<file path="config.mk">
export PLATFORM = sky130hd
export DESIGN_NAME = multichannel_ma_filter_flat
export DESIGN_NICKNAME = d
export VERILOG_FILES = /design/src/rtl/core/mmaf_pkg.sv /design/src/rtl/core/mmaf_in_if.sv /design/src/rtl/core/mmaf_out_if.sv /design/src/rtl/core/mmaf_ram.sv /design/src/rtl/core/mmaf_queue.sv /design/src/rtl/core/mmaf_front.sv /design/src/rtl/core/mmaf_back.sv /design/src/rtl/core/multichannel_ma_filter.sv /design/src/flat_wrapper.sv
export SDC_FILE = /design/constraint.sdc
export NUM_CORES = 2
export LEC_CHECK = 0
export CORE_UTILIZATION = 29
export DETAILED_ROUTE_END_ITERATION = 6
export DONT_BUFFER_PORTS = 1
export HOLD_SLACK_MARGIN = 0.02
export PLACE_DENSITY = 0.43
export SLEW_MARGIN = 10
export SYNTH_ARGS = -nofsm -noshare
export SYNTH_HDL_FRONTEND = slang
export SYNTH_SLANG_ARGS = --single-unit
</file>
<file path="constraint.sdc">
create_clock -name clk -period 14.2 [get_ports clk]
set_input_delay 1.42 -clock clk [delete_from_list [all_inputs] [get_ports clk]]
set_output_delay 1.42 -clock clk [all_outputs]
set_load 0.1 [all_outputs]
</file>
<file path="src/rtl/core/mmaf_pkg.sv">
// ----------------------------------------------------------------------------
// mmaf_pkg
// Shared constants, codes and item types of the multichannel moving-average
// filter.
// ----------------------------------------------------------------------------
package mmaf_pkg;

    localparam int CHANNELS    = 4;
    localparam int MAX_LAGS    = 8;
    localparam int SAMPLE_BITS = 16;
    localparam int COEF_BITS   = 16;

    localparam int CH_W       = (CHANNELS > 1) ? $clog2(CHANNELS) : 1;
    localparam int LAG_W      = (MAX_LAGS > 1) ? $clog2(MAX_LAGS) : 1;
    localparam int SLOTS      = MAX_LAGS + 1;
    localparam int SLOT_W     = $clog2(SLOTS);
    localparam int HIST_DEPTH = SLOTS * CHANNELS;
    localparam int HA_W       = $clog2(HIST_DEPTH);
    localparam int COEF_DEPTH = MAX_LAGS * CHANNELS * CHANNELS;
    localparam int CA_W       = $clog2(COEF_DEPTH);
    localparam int NLAG_W     = $clog2(MAX_LAGS + 1);
    localparam int NCH_W      = $clog2(CHANNELS + 1);
    localparam int PROD_W     = SAMPLE_BITS + COEF_BITS;
    localparam int ACC_W      = PROD_W + $clog2(MAX_LAGS * CHANNELS) + 2;

    // Field widths of the request and result items.
    localparam int REQ_W     = 2;
    localparam int LAG_FLD_W = 3;
    localparam int ROW_W     = 2;
    localparam int COL_W     = 2;
    localparam int OCH_W     = 2;

    // Configuration port.
    localparam int FRAC_W     = 4;
    localparam int LAGS_CFG_W = 4;
    localparam int CHAN_CFG_W = 3;
    localparam int CFG_DATA_W = 4;
    localparam int CFG_IDX_W  = 2;

    localparam int QUEUE_DEPTH = 2;
    localparam int QP_W        = (QUEUE_DEPTH > 1) ? $clog2(QUEUE_DEPTH) : 1;
    localparam int QC_W        = $clog2(QUEUE_DEPTH + 1);

    typedef enum logic [REQ_W-1:0] {
        REQ_LOAD   = 2'd0,
        REQ_SAMPLE = 2'd1,
        REQ_CLEAR  = 2'd2
    } req_e_t;

    typedef enum logic [CFG_IDX_W-1:0] {
        CFG_FRAC  = 2'd0,
        CFG_LAGS  = 2'd1,
        CFG_CHANS = 2'd2
    } cfg_idx_t;

    typedef enum logic [1:0] {
        OP_LOAD,
        OP_SAMPLE,
        OP_CLEAR
    } op_kind_t;

    typedef struct packed {
        logic [REQ_W-1:0]             req_type;
        logic [LAG_FLD_W-1:0]         coef_lag;
        logic [ROW_W-1:0]             coef_row;
        logic [COL_W-1:0]             coef_col;
        logic signed [COEF_BITS-1:0]  coef_value;
        logic signed [SAMPLE_BITS-1:0] sample_value;
    } in_item_t;

    typedef struct packed {
        logic signed [SAMPLE_BITS-1:0] out_value;
        logic [OCH_W-1:0]              out_channel;
        logic                          out_saturated;
        logic                          out_last_of_vector;
    } out_item_t;

    typedef struct packed {
        op_kind_t                      kind;
        logic [CA_W-1:0]               coef_addr;
        logic signed [COEF_BITS-1:0]   coef_value;
        logic signed [SAMPLE_BITS-1:0] sample;
        logic [CH_W-1:0]               chan;
        logic [SLOT_W-1:0]             slot;
        logic                          last;
    } op_t;

    typedef struct packed {
        logic [FRAC_W-1:0] frac;
        logic [NLAG_W-1:0] lags;
        logic [NCH_W-1:0]  chans;
    } cfg_t;

endpackage

</file>
<file path="src/rtl/core/mmaf_in_if.sv">
// ----------------------------------------------------------------------------
// mmaf_in_if
// Request channel: valid, ready and one request item.
// ----------------------------------------------------------------------------
interface mmaf_in_if import mmaf_pkg::*; ();
    logic     valid;
    logic     ready;
    in_item_t data;

    modport source (output valid, output data, input ready);
    modport sink   (input valid, input data, output ready);
endinterface

</file>
<file path="src/rtl/core/mmaf_out_if.sv">
// ----------------------------------------------------------------------------
// mmaf_out_if
// Result channel: valid, ready and one filtered sample.
// ----------------------------------------------------------------------------
interface mmaf_out_if import mmaf_pkg::*; ();
    logic      valid;
    logic      ready;
    out_item_t data;

    modport source (output valid, output data, input ready);
    modport sink   (input valid, input data, output ready);
endinterface

</file>
<file path="src/rtl/core/mmaf_ram.sv">
// ----------------------------------------------------------------------------
// mmaf_ram
// Generic simple dual-port RAM: one write port, one registered read port.
// ----------------------------------------------------------------------------
module mmaf_ram #(
    parameter int WIDTH = 16,
    parameter int DEPTH = 128
) (
    input  logic                     clk,
    input  logic                     we,
    input  logic [$clog2(DEPTH)-1:0] waddr,
    input  logic [WIDTH-1:0]         wdata,
    input  logic [$clog2(DEPTH)-1:0] raddr,
    output logic [WIDTH-1:0]         rdata
);
    logic [WIDTH-1:0] mem [DEPTH];

    always_ff @(posedge clk)
    begin
        if (we)
        begin
            mem[waddr] <= wdata;
        end
        rdata <= mem[raddr];
    end
endmodule

</file>
<file path="src/rtl/core/mmaf_queue.sv">
// ----------------------------------------------------------------------------
// mmaf_queue
// Short queue of decoded operations between the front and the back.
// ----------------------------------------------------------------------------
module mmaf_queue import mmaf_pkg::*; (
    input  logic clk,
    input  logic rst_n,
    input  logic push,
    input  op_t  push_op,
    input  logic pop,
    output op_t  pop_op,
    output logic full,
    output logic empty
);
    op_t             slot_reg [QUEUE_DEPTH];
    logic [QP_W-1:0] wr_ptr_reg;
    logic [QP_W-1:0] rd_ptr_reg;
    logic [QC_W-1:0] count_reg;

    assign full   = (count_reg == QC_W'(QUEUE_DEPTH));
    assign empty  = (count_reg == '0);
    assign pop_op = slot_reg[rd_ptr_reg];

    always_ff @(posedge clk)
    begin
        if (push)
        begin
            slot_reg[wr_ptr_reg] <= push_op;
        end
    end

    always_ff @(posedge clk or negedge rst_n)
    begin
        if (!rst_n)
        begin
            wr_ptr_reg <= '0;
            rd_ptr_reg <= '0;
            count_reg  <= '0;
        end
        else
        begin
            if (push)
            begin
                wr_ptr_reg <= (wr_ptr_reg == QP_W'(QUEUE_DEPTH - 1)) ? '0 : wr_ptr_reg + 1'b1;
            end
            if (pop)
            begin
                rd_ptr_reg <= (rd_ptr_reg == QP_W'(QUEUE_DEPTH - 1)) ? '0 : rd_ptr_reg + 1'b1;
            end
            if (push && !pop)
            begin
                count_reg <= count_reg + 1'b1;
            end
            else if (pop && !push)
            begin
                count_reg <= count_reg - 1'b1;
            end
        end
    end
endmodule

</file>
<file path="src/rtl/core/mmaf_front.sv">
// ----------------------------------------------------------------------------
// mmaf_front
// Accepts requests, holds the configuration, tracks channel and ring slot,
// and turns each request into an operation for the back.
// ----------------------------------------------------------------------------
module mmaf_front import mmaf_pkg::*; (
    input  logic                  clk,
    input  logic                  rst_n,
    input  logic                  cfg_we,
    input  logic [CFG_IDX_W-1:0]  cfg_index,
    input  logic [CFG_DATA_W-1:0] cfg_data,
    mmaf_in_if.sink               in_ch,
    input  logic                  queue_full,
    output logic                  op_push,
    output op_t                   op,
    output cfg_t                  cfg
);
    logic [FRAC_W-1:0]     frac_reg;
    logic [LAGS_CFG_W-1:0] lags_reg;
    logic [CHAN_CFG_W-1:0] chans_reg;
    logic [CH_W-1:0]       chan_cnt_reg;
    logic [SLOT_W-1:0]     slot_reg;

    logic [NLAG_W-1:0] lags_eff;
    logic [NCH_W-1:0]  chans_eff;
    logic [CH_W-1:0]   cur_chan;
    logic              cur_last;
    logic              accept;
    logic              in_range;

    assign lags_eff  = (lags_reg == '0) ? NLAG_W'(1) :
                       (int'(lags_reg) > MAX_LAGS) ? NLAG_W'(MAX_LAGS) : NLAG_W'(lags_reg);
    assign chans_eff = (chans_reg == '0) ? NCH_W'(1) :
                       (int'(chans_reg) > CHANNELS) ? NCH_W'(CHANNELS) : NCH_W'(chans_reg);
    assign cfg = '{frac: frac_reg, lags: lags_eff, chans: chans_eff};

    // A counter left beyond the vector by a smaller channel count restarts at 0.
    assign cur_chan = (NCH_W'(chan_cnt_reg) >= chans_eff) ? '0 : chan_cnt_reg;
    assign cur_last = (NCH_W'(cur_chan) + 1'b1 >= chans_eff);

    assign in_ch.ready = !queue_full;
    assign accept      = in_ch.valid && in_ch.ready;
    assign in_range    = (int'(in_ch.data.coef_lag) < MAX_LAGS) &&
                         (int'(in_ch.data.coef_row) < CHANNELS) &&
                         (int'(in_ch.data.coef_col) < CHANNELS);

    always_comb
    begin
        op.kind       = OP_SAMPLE;
        op.coef_addr  = CA_W'((int'(in_ch.data.coef_lag) * CHANNELS
                             + int'(in_ch.data.coef_row)) * CHANNELS
                             + int'(in_ch.data.coef_col));
        op.coef_value = in_ch.data.coef_value;
        op.sample     = in_ch.data.sample_value;
        op.chan       = cur_chan;
        op.slot       = slot_reg;
        op.last       = cur_last;
        op_push       = 1'b0;
        unique case (in_ch.data.req_type)
            REQ_LOAD:
            begin
                op.kind = OP_LOAD;
                op_push = accept && in_range;
            end
            REQ_SAMPLE:
            begin
                op.kind = OP_SAMPLE;
                op_push = accept;
            end
            REQ_CLEAR:
            begin
                op.kind = OP_CLEAR;
                op_push = accept;
            end
            default:
            begin
                op_push = 1'b0;
            end
        endcase
    end

    always_ff @(posedge clk or negedge rst_n)
    begin
        if (!rst_n)
        begin
            frac_reg     <= FRAC_W'(14);
            lags_reg     <= LAGS_CFG_W'(8);
            chans_reg    <= CHAN_CFG_W'(4);
            chan_cnt_reg <= '0;
            slot_reg     <= '0;
        end
        else
        begin
            if (op_push && op.kind == OP_SAMPLE)
            begin
                if (cur_last)
                begin
                    chan_cnt_reg <= '0;
                    slot_reg     <= (slot_reg == SLOT_W'(SLOTS - 1)) ? '0 : slot_reg + 1'b1;
                end
                else
                begin
                    chan_cnt_reg <= cur_chan + 1'b1;
                end
            end
            else if (op_push && op.kind == OP_CLEAR)
            begin
                chan_cnt_reg <= '0;
                slot_reg     <= '0;
            end
            if (cfg_we)
            begin
                unique case (cfg_index)
                    CFG_FRAC:  frac_reg <= cfg_data[FRAC_W-1:0];
                    CFG_LAGS:  lags_reg <= cfg_data[LAGS_CFG_W-1:0];
                    CFG_CHANS:
                    begin
                        chans_reg    <= cfg_data[CHAN_CFG_W-1:0];
                        chan_cnt_reg <= '0;
                    end
                    default:
                    begin
                    end
                endcase
            end
        end
    end
endmodule

</file>
<file path="src/rtl/core/mmaf_back.sv">
// ----------------------------------------------------------------------------
// mmaf_back
// Executes operations: coefficient writes, history clears, and the
// multiply-accumulate walk over lags and channels for each sample.
// ----------------------------------------------------------------------------
module mmaf_back import mmaf_pkg::*; (
    input  logic      clk,
    input  logic      rst_n,
    input  cfg_t      cfg,
    input  logic      q_empty,
    input  op_t       q_op,
    output logic      q_pop,
    mmaf_out_if.source out_ch
);
    typedef enum logic [1:0] {
        S_IDLE,
        S_MAC,
        S_DRAIN,
        S_ROUND
    } state_t;

    localparam logic signed [ACC_W-1:0] S_MAX =
        {{(ACC_W - SAMPLE_BITS + 1){1'b0}}, {(SAMPLE_BITS - 1){1'b1}}};
    localparam logic signed [ACC_W-1:0] S_MIN = ~S_MAX;

    state_t                   state_reg;
    logic [CH_W-1:0]          r_reg;
    logic                     last_reg;
    logic [LAG_W-1:0]         j_reg;
    logic [CH_W-1:0]          c_reg;
    logic [SLOT_W-1:0]        s_reg;
    logic                     v1_reg;
    logic                     hv1_reg;
    logic                     v2_reg;
    logic signed [PROD_W-1:0] prod_reg;
    logic signed [ACC_W-1:0]  acc_reg;
    logic [HIST_DEPTH-1:0]    hist_valid_reg;
    logic                     out_valid_reg;
    out_item_t                out_data_reg;

    logic                     coef_we;
    logic                     hist_we;
    logic [CA_W-1:0]          coef_raddr;
    logic [HA_W-1:0]          hist_raddr;
    logic [HA_W-1:0]          hist_waddr;
    logic [COEF_BITS-1:0]     coef_rd;
    logic [SAMPLE_BITS-1:0]   hist_rd;
    logic                     chan_end;
    logic                     lag_end;
    logic signed [ACC_W-1:0]  rounded;
    logic signed [ACC_W-1:0]  shifted;
    logic                     sat;
    logic                     out_free;

    assign q_pop      = (state_reg == S_IDLE) && !q_empty;
    assign coef_we    = q_pop && (q_op.kind == OP_LOAD);
    assign hist_we    = q_pop && (q_op.kind == OP_SAMPLE);
    assign hist_waddr = HA_W'(int'(q_op.slot) * CHANNELS + int'(q_op.chan));
    assign coef_raddr = CA_W'((int'(j_reg) * CHANNELS + int'(r_reg)) * CHANNELS + int'(c_reg));
    assign hist_raddr = HA_W'(int'(s_reg) * CHANNELS + int'(c_reg));
    assign chan_end   = (NCH_W'(c_reg) + 1'b1 == cfg.chans);
    assign lag_end    = (NLAG_W'(j_reg) + 1'b1 == cfg.lags);
    assign out_free   = !out_valid_reg || out_ch.ready;

    mmaf_ram #(.WIDTH(COEF_BITS), .DEPTH(COEF_DEPTH)) u_coef_ram (
        .clk   (clk),
        .we    (coef_we),
        .waddr (q_op.coef_addr),
        .wdata (q_op.coef_value),
        .raddr (coef_raddr),
        .rdata (coef_rd)
    );

    mmaf_ram #(.WIDTH(SAMPLE_BITS), .DEPTH(HIST_DEPTH)) u_hist_ram (
        .clk   (clk),
        .we    (hist_we),
        .waddr (hist_waddr),
        .wdata (q_op.sample),
        .raddr (hist_raddr),
        .rdata (hist_rd)
    );

    // Round half up, then clip to the sample range.
    always_comb
    begin
        if (cfg.frac == '0)
        begin
            rounded = acc_reg;
        end
        else
        begin
            rounded = acc_reg + (ACC_W'(1) <<< (cfg.frac - 1'b1));
        end
        shifted = rounded >>> cfg.frac;
        sat     = (shifted > S_MAX) || (shifted < S_MIN);
    end

    assign out_ch.valid = out_valid_reg;
    assign out_ch.data  = out_data_reg;

    always_ff @(posedge clk or negedge rst_n)
    begin
        if (!rst_n)
        begin
            state_reg      <= S_IDLE;
            r_reg          <= '0;
            last_reg       <= 1'b0;
            j_reg          <= '0;
            c_reg          <= '0;
            s_reg          <= '0;
            v1_reg         <= 1'b0;
            hv1_reg        <= 1'b0;
            v2_reg         <= 1'b0;
            prod_reg       <= '0;
            acc_reg        <= '0;
            hist_valid_reg <= '0;
            out_valid_reg  <= 1'b0;
            out_data_reg   <= '0;
        end
        else
        begin
            v1_reg  <= (state_reg == S_MAC);
            hv1_reg <= hist_valid_reg[hist_raddr];
            v2_reg  <= v1_reg;
            if (v1_reg)
            begin
                if (hv1_reg)
                begin
                    prod_reg <= $signed(coef_rd) * $signed(hist_rd);
                end
                else
                begin
                    prod_reg <= '0;
                end
            end
            if (v2_reg)
            begin
                acc_reg <= acc_reg + ACC_W'(prod_reg);
            end
            if (out_valid_reg && out_ch.ready && state_reg != S_ROUND)
            begin
                out_valid_reg <= 1'b0;
            end

            unique case (state_reg)
                S_IDLE:
                begin
                    if (q_pop)
                    begin
                        unique case (q_op.kind)
                            OP_CLEAR:
                            begin
                                hist_valid_reg <= '0;
                            end
                            OP_SAMPLE:
                            begin
                                hist_valid_reg[hist_waddr] <= 1'b1;
                                r_reg     <= q_op.chan;
                                last_reg  <= q_op.last;
                                j_reg     <= '0;
                                c_reg     <= '0;
                                s_reg     <= (q_op.slot == '0) ? SLOT_W'(SLOTS - 1)
                                                               : q_op.slot - 1'b1;
                                acc_reg   <= ACC_W'(q_op.sample) <<< cfg.frac;
                                state_reg <= S_MAC;
                            end
                            default:
                            begin
                            end
                        endcase
                    end
                end
                S_MAC:
                begin
                    if (chan_end)
                    begin
                        c_reg <= '0;
                        j_reg <= j_reg + 1'b1;
                        s_reg <= (s_reg == '0) ? SLOT_W'(SLOTS - 1) : s_reg - 1'b1;
                        if (lag_end)
                        begin
                            state_reg <= S_DRAIN;
                        end
                    end
                    else
                    begin
                        c_reg <= c_reg + 1'b1;
                    end
                end
                S_DRAIN:
                begin
                    if (!v1_reg && !v2_reg)
                    begin
                        state_reg <= S_ROUND;
                    end
                end
                S_ROUND:
                begin
                    if (out_free)
                    begin
                        out_valid_reg                   <= 1'b1;
                        out_data_reg.out_channel        <= OCH_W'(r_reg);
                        out_data_reg.out_saturated      <= sat;
                        out_data_reg.out_last_of_vector <= last_reg;
                        if (!sat)
                        begin
                            out_data_reg.out_value <= shifted[SAMPLE_BITS-1:0];
                        end
                        else if (shifted < 0)
                        begin
                            out_data_reg.out_value <= S_MIN[SAMPLE_BITS-1:0];
                        end
                        else
                        begin
                            out_data_reg.out_value <= S_MAX[SAMPLE_BITS-1:0];
                        end
                        state_reg <= S_IDLE;
                    end
                end
                default:
                begin
                    state_reg <= S_IDLE;
                end
            endcase
        end
    end

    // Rounding must only see a fully drained accumulator.
    a_round_drained: assert property (@(posedge clk) disable iff (!rst_n)
        state_reg == S_ROUND |-> !v1_reg && !v2_reg)
        else $error("rounding started with products in flight");

    // The channel walk never passes the configured channel count.
    a_chan_bound: assert property (@(posedge clk) disable iff (!rst_n)
        state_reg == S_MAC |-> NCH_W'(c_reg) < cfg.chans)
        else $error("channel index beyond vector");

    // A new result is only produced by the rounding step.
    a_result_source: assert property (@(posedge clk) disable iff (!rst_n)
        $rose(out_valid_reg) |-> $past(state_reg == S_ROUND))
        else $error("result raised outside rounding");

    // No memory write lands while a walk reads the stores.
    a_no_write_in_walk: assert property (@(posedge clk) disable iff (!rst_n)
        (state_reg == S_MAC || state_reg == S_DRAIN) |-> !coef_we && !hist_we)
        else $error("store written during accumulation");
endmodule

</file>
<file path="src/rtl/core/multichannel_ma_filter.sv">
// ----------------------------------------------------------------------------
// multichannel_ma_filter
// Multichannel moving-average filter: each sample is summed with the past
// vectors weighted by a coefficient matrix per lag, then rounded and clipped.
// ----------------------------------------------------------------------------
//
//   Channel   Direction  Carries
//   -------   ---------  ---------------------------------------------------
//   in_ch     sink       request: load coefficient, sample, clear history
//   out_ch    source     one filtered sample per sample request
//   cfg_*     write      coef_frac_bits, lags_in_use, channels_in_use
//
// A sample request occupies the back end for a walk over lags * channels
// products: one shared multiply-accumulate walks every product of the
// coefficient and history memories, one per cycle, followed by a pipeline
// drain and a rounding step that waits for a free output register. Loads
// and clears leave the back end idle. Reset clears all control state and
// the history valid bits at once; the coefficient memory is undefined until
// written. A two-entry queue between front and back, and the output register,
// let requests keep arriving while a result waits for the consumer.
//
module multichannel_ma_filter import mmaf_pkg::*; (
    input  logic                  clk,
    input  logic                  rst_n,
    input  logic                  cfg_we,
    input  logic [CFG_IDX_W-1:0]  cfg_index,
    input  logic [CFG_DATA_W-1:0] cfg_data,
    mmaf_in_if.sink               in_ch,
    mmaf_out_if.source            out_ch
);
    // Decoded operations travel from the front through the queue.
    op_t  push_op;
    op_t  pop_op;
    logic push;
    logic pop;
    logic queue_full;
    logic queue_empty;
    cfg_t cfg;

    // The front owns configuration, channel counter and ring slot, so each
    // operation already knows where its sample lands in the history.
    mmaf_front u_front (
        .clk        (clk),
        .rst_n      (rst_n),
        .cfg_we     (cfg_we),
        .cfg_index  (cfg_index),
        .cfg_data   (cfg_data),
        .in_ch      (in_ch),
        .queue_full (queue_full),
        .op_push    (push),
        .op         (push_op),
        .cfg        (cfg)
    );

    mmaf_queue u_queue (
        .clk     (clk),
        .rst_n   (rst_n),
        .push    (push),
        .push_op (push_op),
        .pop     (pop),
        .pop_op  (pop_op),
        .full    (queue_full),
        .empty   (queue_empty)
    );

    // The back holds both memories and the accumulator, and drives results
    // from its own output register.
    mmaf_back u_back (
        .clk     (clk),
        .rst_n   (rst_n),
        .cfg     (cfg),
        .q_empty (queue_empty),
        .q_op    (pop_op),
        .q_pop   (pop),
        .out_ch  (out_ch)
    );
endmodule
</file>
<file path="src/flat_wrapper.sv">
// flat-port wrapper written by rule: the top's interface ports become plain ports
module multichannel_ma_filter_flat import mmaf_pkg::*;
  (clk, rst_n, cfg_we, cfg_index, cfg_data, in_ch_valid, in_ch_data, in_ch_ready, out_ch_valid, out_ch_data, out_ch_ready);
  mmaf_in_if in_ch_i ();
  mmaf_out_if out_ch_i ();
  input  logic clk;
  input  logic rst_n;
  input  logic cfg_we;
  input  logic [CFG_IDX_W-1:0] cfg_index;
  input  logic [CFG_DATA_W-1:0] cfg_data;
  input wire logic [$bits(in_ch_i.valid)-1:0] in_ch_valid;
  input wire logic [$bits(in_ch_i.data)-1:0] in_ch_data;
  output wire logic [$bits(in_ch_i.ready)-1:0] in_ch_ready;
  output wire logic [$bits(out_ch_i.valid)-1:0] out_ch_valid;
  output wire logic [$bits(out_ch_i.data)-1:0] out_ch_data;
  input wire logic [$bits(out_ch_i.ready)-1:0] out_ch_ready;
  assign in_ch_i.valid = in_ch_valid;
  assign in_ch_i.data = in_ch_data;
  assign in_ch_ready = in_ch_i.ready;
  assign out_ch_valid = out_ch_i.valid;
  assign out_ch_data = out_ch_i.data;
  assign out_ch_i.ready = out_ch_ready;
  multichannel_ma_filter u_core (.clk(clk), .rst_n(rst_n), .cfg_we(cfg_we), .cfg_index(cfg_index), .cfg_data(cfg_data), .in_ch(in_ch_i), .out_ch(out_ch_i));
endmodule
</file>
**After elaboration in Yosys (flattened, before gate mapping)**

Memory sizes are Yosys's and may differ from the RTL's. A register that Yosys moved wholly into a read port is not among the register bits.
Index checks and enable logic that the tools add are counted.

- Register bits: 166
- Logic and storage cells: 197
- Memories: 3
- Input port bits: 52
- Memory bits (writable): 2720
- Output and inout bits: 22

- Reduce and logical (&&, ||, !) cells: 46
- Equal/unequal tests: 23
- $lt $le $gt $ge: 10
- $add $sub $neg: 22
- Bitwise logic cells: 1
- Muxes and demuxes: 63
- Multiply operators: 1
- Shifts and indexed selects: 3

Memories:

| memory | words | bits a word | rd ports | clocked after Yosys merged registers in | write ports | line | source |
|---|---|---|---|---|---|---|---|
| u_core.u_back.u_coef_ram.mem | 128 | 16 | 1 | 1 | 1 | mmaf_ram.sv:16 | `logic [WIDTH-1:0] mem [DEPTH];` |
| u_core.u_back.u_hist_ram.mem | 36 | 16 | 1 | 1 | 1 | mmaf_ram.sv:16 |  |
| u_core.u_queue.slot_reg | 2 | 48 | 1 | 0 | 1 | mmaf_queue.sv:15 | `op_t slot_reg [QUEUE_DEPTH];` |

Operator list:

| cell | count |
|---|---|
| two-way mux 39 bit | 5 |
| one-hot mux 36 bit (2 select lines) | 1 |
| two-way mux 4 bit | 11 |
| adder 39 x 32 -> 39 bit | 1 |
| adder 39 bit | 1 |
| > comparator 39 x 16 -> 1 bit, second input constant | 1 |
| less-than comparator 39 x 1 -> 1 bit, second input constant | 1 |
| less-than comparator 39 x 16 -> 1 bit, second input constant | 1 |
| <<< shifter 16 x 4 -> 39 bit | 1 |
| <<< shifter 2 x 4 -> 39 bit, first input constant | 1 |
| >>> shifter 39 x 4 -> 39 bit | 1 |
| bitwise OR 36 bit | 1 |
| two-way mux 2 bit | 17 |
| multiplier 16 x 16 -> 32 bit | 1 |
| two-way mux 16 bit | 2 |
| two-way mux 32 bit | 1 |
| logical NOT 4 bit | 4 |
| two-way mux 3 bit | 5 |
| adder 7 x 2 -> 7 bit | 2 |
| equality test 2 bit, second input constant | 7 |
| less-than comparator 6 x 7 -> 1 bit, second input constant | 2 |
| two-way mux 1 bit | 14 |
| inequality test 2 bit, second input constant | 7 |
| adder 6 x 2 -> 6 bit | 2 |
| other kinds (36) | 79 |

**Logic depth before layout (Yosys ltp)**

- Word-level depth: 11
- Mapped depth: 27
- Depth with buffers taken out: 25

**Modules after synthesis**

A second synthesis with hierarchy kept.

- Cells, all modules: 7337
- Area total of the unflattened synthesis: 129858.3 um^2

By module, submodules not included:

| module | sequential area each (um^2) | instances | cells each | area an instance (um^2) |
|---|---|---|---|---|
| mmaf_ram at u_core.u_back.u_coef_ram | 61819.3 | 1 | 3086 | 78522.8 |
| mmaf_back | 3628.5 | 1 | 2750 | 23197.2 |
| mmaf_ram at u_core.u_back.u_hist_ram | 17616.9 | 1 | 1201 | 23110.9 |
| mmaf_queue | 2982.9 | 1 | 165 | 3696.0 |
| mmaf_front | 431.7 | 1 | 135 | 1331.3 |

**Least setup slack after synthesis**

Ideal clock, no wire load.

- Path type: register -> register
- Start: reg u_core.u_back.u_coef_ram.rdata[10], read port of u_core.u_back.u_coef_ram.mem
- End: reg u_core.u_back.prod_reg[24]
- Setup time: 0.141 ns
- Period minus slack after synthesis: 6.774 ns
- Buffers on the path: 1
- Stages on the path, launching flop included: 25
- Data arrival time: 6.633 ns
- Setup slack: 7.426 ns
- Data required time: 14.059 ns
- Path through: dfxtp_1 clkbuf_1 nand2_1 fa_1 inv_1 fa_1 inv_1 fa_1 fa_1 inv_1 fa_1 inv_1 fa_1 inv_1 ha_1 and3_1 a211oi_1 nor3_1 o41ai_1 a21oi_1 a2111oi_0 o21bai_1 a21o_1 xnor2_1 o22ai_1

- Cells in the longest elaborated chain, start to end: 2

Ends and longest elaborated chain:

| item | line | source |
|---|---|---|
| start: declaration | mmaf_ram.sv:14 | `output logic [WIDTH-1:0] rdata` |
| multiplier 16 x 16 -> 32 bit | mmaf_back.sv:129 | `prod_reg <= $signed(coef_rd) * $signed(hist_rd);` |
| two-way mux 32 bit | mmaf_back.sv:127 | `if (hv1_reg)` |
| end signal: assignment | mmaf_back.sv:129 |  |
| end: declaration | mmaf_back.sv:35 | `logic signed [PROD_W-1:0] prod_reg;` |

Every way passes these cells.
A chain may end at the register's enable or synchronous reset.

**Worst setup path in the final report**

- Start: reg u_core.u_back.u_hist_ram.rdata[1], read port of u_core.u_back.u_hist_ram.mem
- End: reg u_core.u_back.prod_reg[24]

- Cells in the longest elaborated chain, start to end: 2

Ends and longest elaborated chain:

| item | line |
|---|---|
| start: declaration | mmaf_ram.sv:14 |
| multiplier 16 x 16 -> 32 bit | mmaf_back.sv:129 |
| two-way mux 32 bit | mmaf_back.sv:127 |

Every way passes these cells.

==> flow_summary.toml <==
[drt]
vias = 66900
viasPerCell = 4.95
drc_errors = 12
avgRoutedWirePerCell_um = 27.3
firstDrtPassIters = 7
drtAntennaViolNets = 0
wirelength_mm = 369
drt-initial-drc-count = 5400

[sta]
hold_viol = 0
rsz0062_at_grt = "no"
worst_pin_slew_ps = 1240
clock_skew_ps = 64.3
fin_tns_setup_ps = 0
maxSlewViolCount = 0
relSlewSlack_pct = 17.1
period_share_pct = 51.4
finalSetupViolations = 0
fin_crit_ps = 7300
fmax_mhz = 137

[final_layout]
syn_to_final_growth_pct = 14.5
nets = 7807
largest_register_ff_count = 2048
finish.utilization_pct = 33.4
drive_gt1_share_pct = 23.7
fillers = 42100

[global_route]
grt-ovfl-total = 0
grt_pass1_wl_mm = 528
antenna_found_initial = 20
grt_pass1_vias = 69900
grt_max_degree = 167
grt_use_total_pct = 16.3

[yosys]
synth_cells = 7149
synth_warnings = 0
ys_ff_latch = 2918
netlist_area_um2 = 129000
syn_nets = 7618
synth_top_flop_cell = "edfxtp_1"
synth.avg_cell_area_um2 = 18.0
synth_cell_type_count = 98
ys_seq_area_share_pct = 67.2
synth_edf_count = 2720
async_flop_share_pct = 5.69

[worst_setup_path]
cp-start-kind = "register"
r2r_end = "u_core.u_back.prod_reg[24]"
crit_path_max_incr_delay_ps = 730
crit_path_end = "u_core.u_back.prod_reg[24]"
crit_path_cell_trace = "nand2_1, fa_1, inv_1, fa_1, inv_1, fa_1, fa_1, inv_1, fa_1, inv_1, fa_1, inv_1, ha_1, and3_1, a211oi_1, nor3_1, o41ai_1, buf_4, a21oi_1, a2111oi_0, o21bai_1, a21o_1, xnor2_1, o22ai_1"
crit_fanout = 16
r2r_start = "u_core.u_back.u_hist_ram.rdata[1]"
critPathKind = "register to register"
worstRegToRegCells = 24
cp.required_ps = 14990
rrSetupSlack_ps = 6900
arrival_ps = 8090
slowest_stage = "dfxtp_1"
worst_setup_path_end_kind = "register"
cpMostUsedCell = "fa_1"
crit_path_start = "u_core.u_back.u_hist_ram.rdata[1]"

[clocking]
cts_setup_buffers = 0
cts_buffers = 338
cts_root_buf = "clkbuf_16"
ctsHoldBuffers = 0
clock-sinks = 2918
clock_path_buffers = 4
clk_pin_slew_ps = 60
htreeDepth = 5
post_cts_resized = 0
cts_tree = "yes"
clk_latency_ps = 950

[die]
core_area_um2 = 442000
num_rows = 244
die_y_um = 668
die_w_um = 668
dieArea_um2 = 446000
boundaryPins = 74
initial_core_util_pct = 29.1

[place]
routabilityCongestion = 0.825
io_buffers = 0
dp_hpwl_mm = 231

[run_status]
violations = "design-rule violations"
status = "finished, violations left"

[run]
drv_cap = 0

[min_path]
hp-class = "input pin to asynchronous set/reset pin"
stage by stage:
stage,cell area [µm²],instances,hold slack [ps],setup slack (ps)
after detailed placement,137000,12900,482,6920
final,147000,13500,169,6900
after CTS,147000,13500,88.3,6870
after global placement,137000,12900,470,6920
after global routing,147000,13500,112,6470
after floorplan,129000,7149,405,7430
routing by layer:
layer | wire (µm) | vias up | track usage [%]
met5 | 211 | - | 0
met4 | 9030 | 2 | 3.89
met3 | 15100 | 466 | 2.07
met2 | 178000 | 1616 | 27.0
met1 | 166000 | 36200 | 22.9
li1 | - | 28600 | -
cell usage after synthesis (22+ instances only):
cell | n | area share [%]
a21o_1 | 34 | 0.20
a31oi_1 | 23 | 0.11
and3_1 | 22 | 0.11
nand2_1 | 442 | 1.3
dfrtp_1 | 161 | 3.1
nand3_1 | 59 | 0.23
xor2_1 | 31 | 0.21
nand2b_1 | 37 | 0.18
edfxtp_1 | 2720 | 63
o22ai_1 | 46 | 0.22
dfxtp_1 | 32 | 0.50
mux2i_1 | 86 | 0.67
clkbuf_1 | 249 | 0.73
fa_1 | 264 | 4.1
mux2_2 | 57 | 0.50
nor3_1 | 53 | 0.21
nor2_1 | 430 | 1.3
mux4_2 | 863 | 15
nand4_1 | 26 | 0.13
a21oi_1 | 177 | 0.69
and2_1 | 108 | 0.53
buf_1 | 96 | 0.28
ha_1 | 153 | 1.5
a211oi_1 | 44 | 0.26
inv_1 | 368 | 1.1
o21ai_0 | 149 | 0.58
xnor2_1 | 66 | 0.45
worst max-delay path: cells and delay by family (launching register included):
kind | cells | cell delay, ps
adder cells (fa/ha/maj) | 7 | 3460
AO/OA/AOI/OAI | 7 | 1800
flip-flops | 1 | 730
AND/OR/NAND/NOR | 3 | 550
buffers and inverters | 6 | 470
XOR/XNOR | 1 | 140
worst min path at each step:
| stage | startpoint | to | slack (ps) | cells after the start |
|---|---|---|---|---|
| 2_1_floorplan | u_core.u_back.v1_reg | u_core.u_back.v2_reg | 410 | 0 |
| 3_3_place_gp | u_core.u_back.hist_valid_reg[16] | u_core.u_back.hist_valid_reg[16] | 470 | 2 |
| 3_5_place_dp | u_core.u_back.hist_valid_reg[20] | u_core.u_back.hist_valid_reg[20] | 480 | 2 |
| 4_1_cts | rst_n | u_core.u_back.acc_reg[10] | 90 | 0 |
| 5_1_grt | rst_n | u_core.u_back.prod_reg[8] | 110 | 0 |
| 6_report | rst_n | u_core.u_back.acc_reg[10] | 170 | 0 |
cells in the final DEF, fill, tap and decap left out, types with 51 or more instances in the layout:
master     instances
edfxtp_1        2720
mux4_2           863
nand2_1          441
inv_1            367
clkbuf_16        345
nor2_1           293
fa_1             264
buf_4            216
a21oi_1          177
ha_1             153
o21ai_0          149
dfrtp_1          149
nor2_2           118
and2_1           107
mux2i_1           86
clkbuf_1          78
clkinv_1          74
xnor2_1           66
nand3_1           59
nor3_1            53
clkinv_2          51
kinds of logic after synthesis:
group,count (synthesis),share of synthesized area (%)
AO/OA/AOI/OAI,697,3.61
XOR/XNOR,97,0.660
adder cells (fa/ha/maj),417,5.59
buffers and inverters,747,2.22
flip-flops,2918,67.2
multiplexers,1007,16.3
AND/OR/NAND/NOR,1266,4.43
final cells by class:
class | instances | area [µm²] | share of cell area (%)
clock buffer | 433 | 9060 | 6.15
tap | 5904 | 7390 | 5.01
clock inverter | 168 | 1430 | 0.973
timing repair buffer | 222 | 1740 | 1.18
multi-input combinational | 3484 | 39900 | 27.0
sequential | 2918 | 86500 | 58.7
inverter | 374 | 1400 | 0.952
antenna | 3 | 7.51 | 0.00509
Power is not shown: default switching activity piles up to over one toggle a cycle in this logic, so the estimate is an artifact.
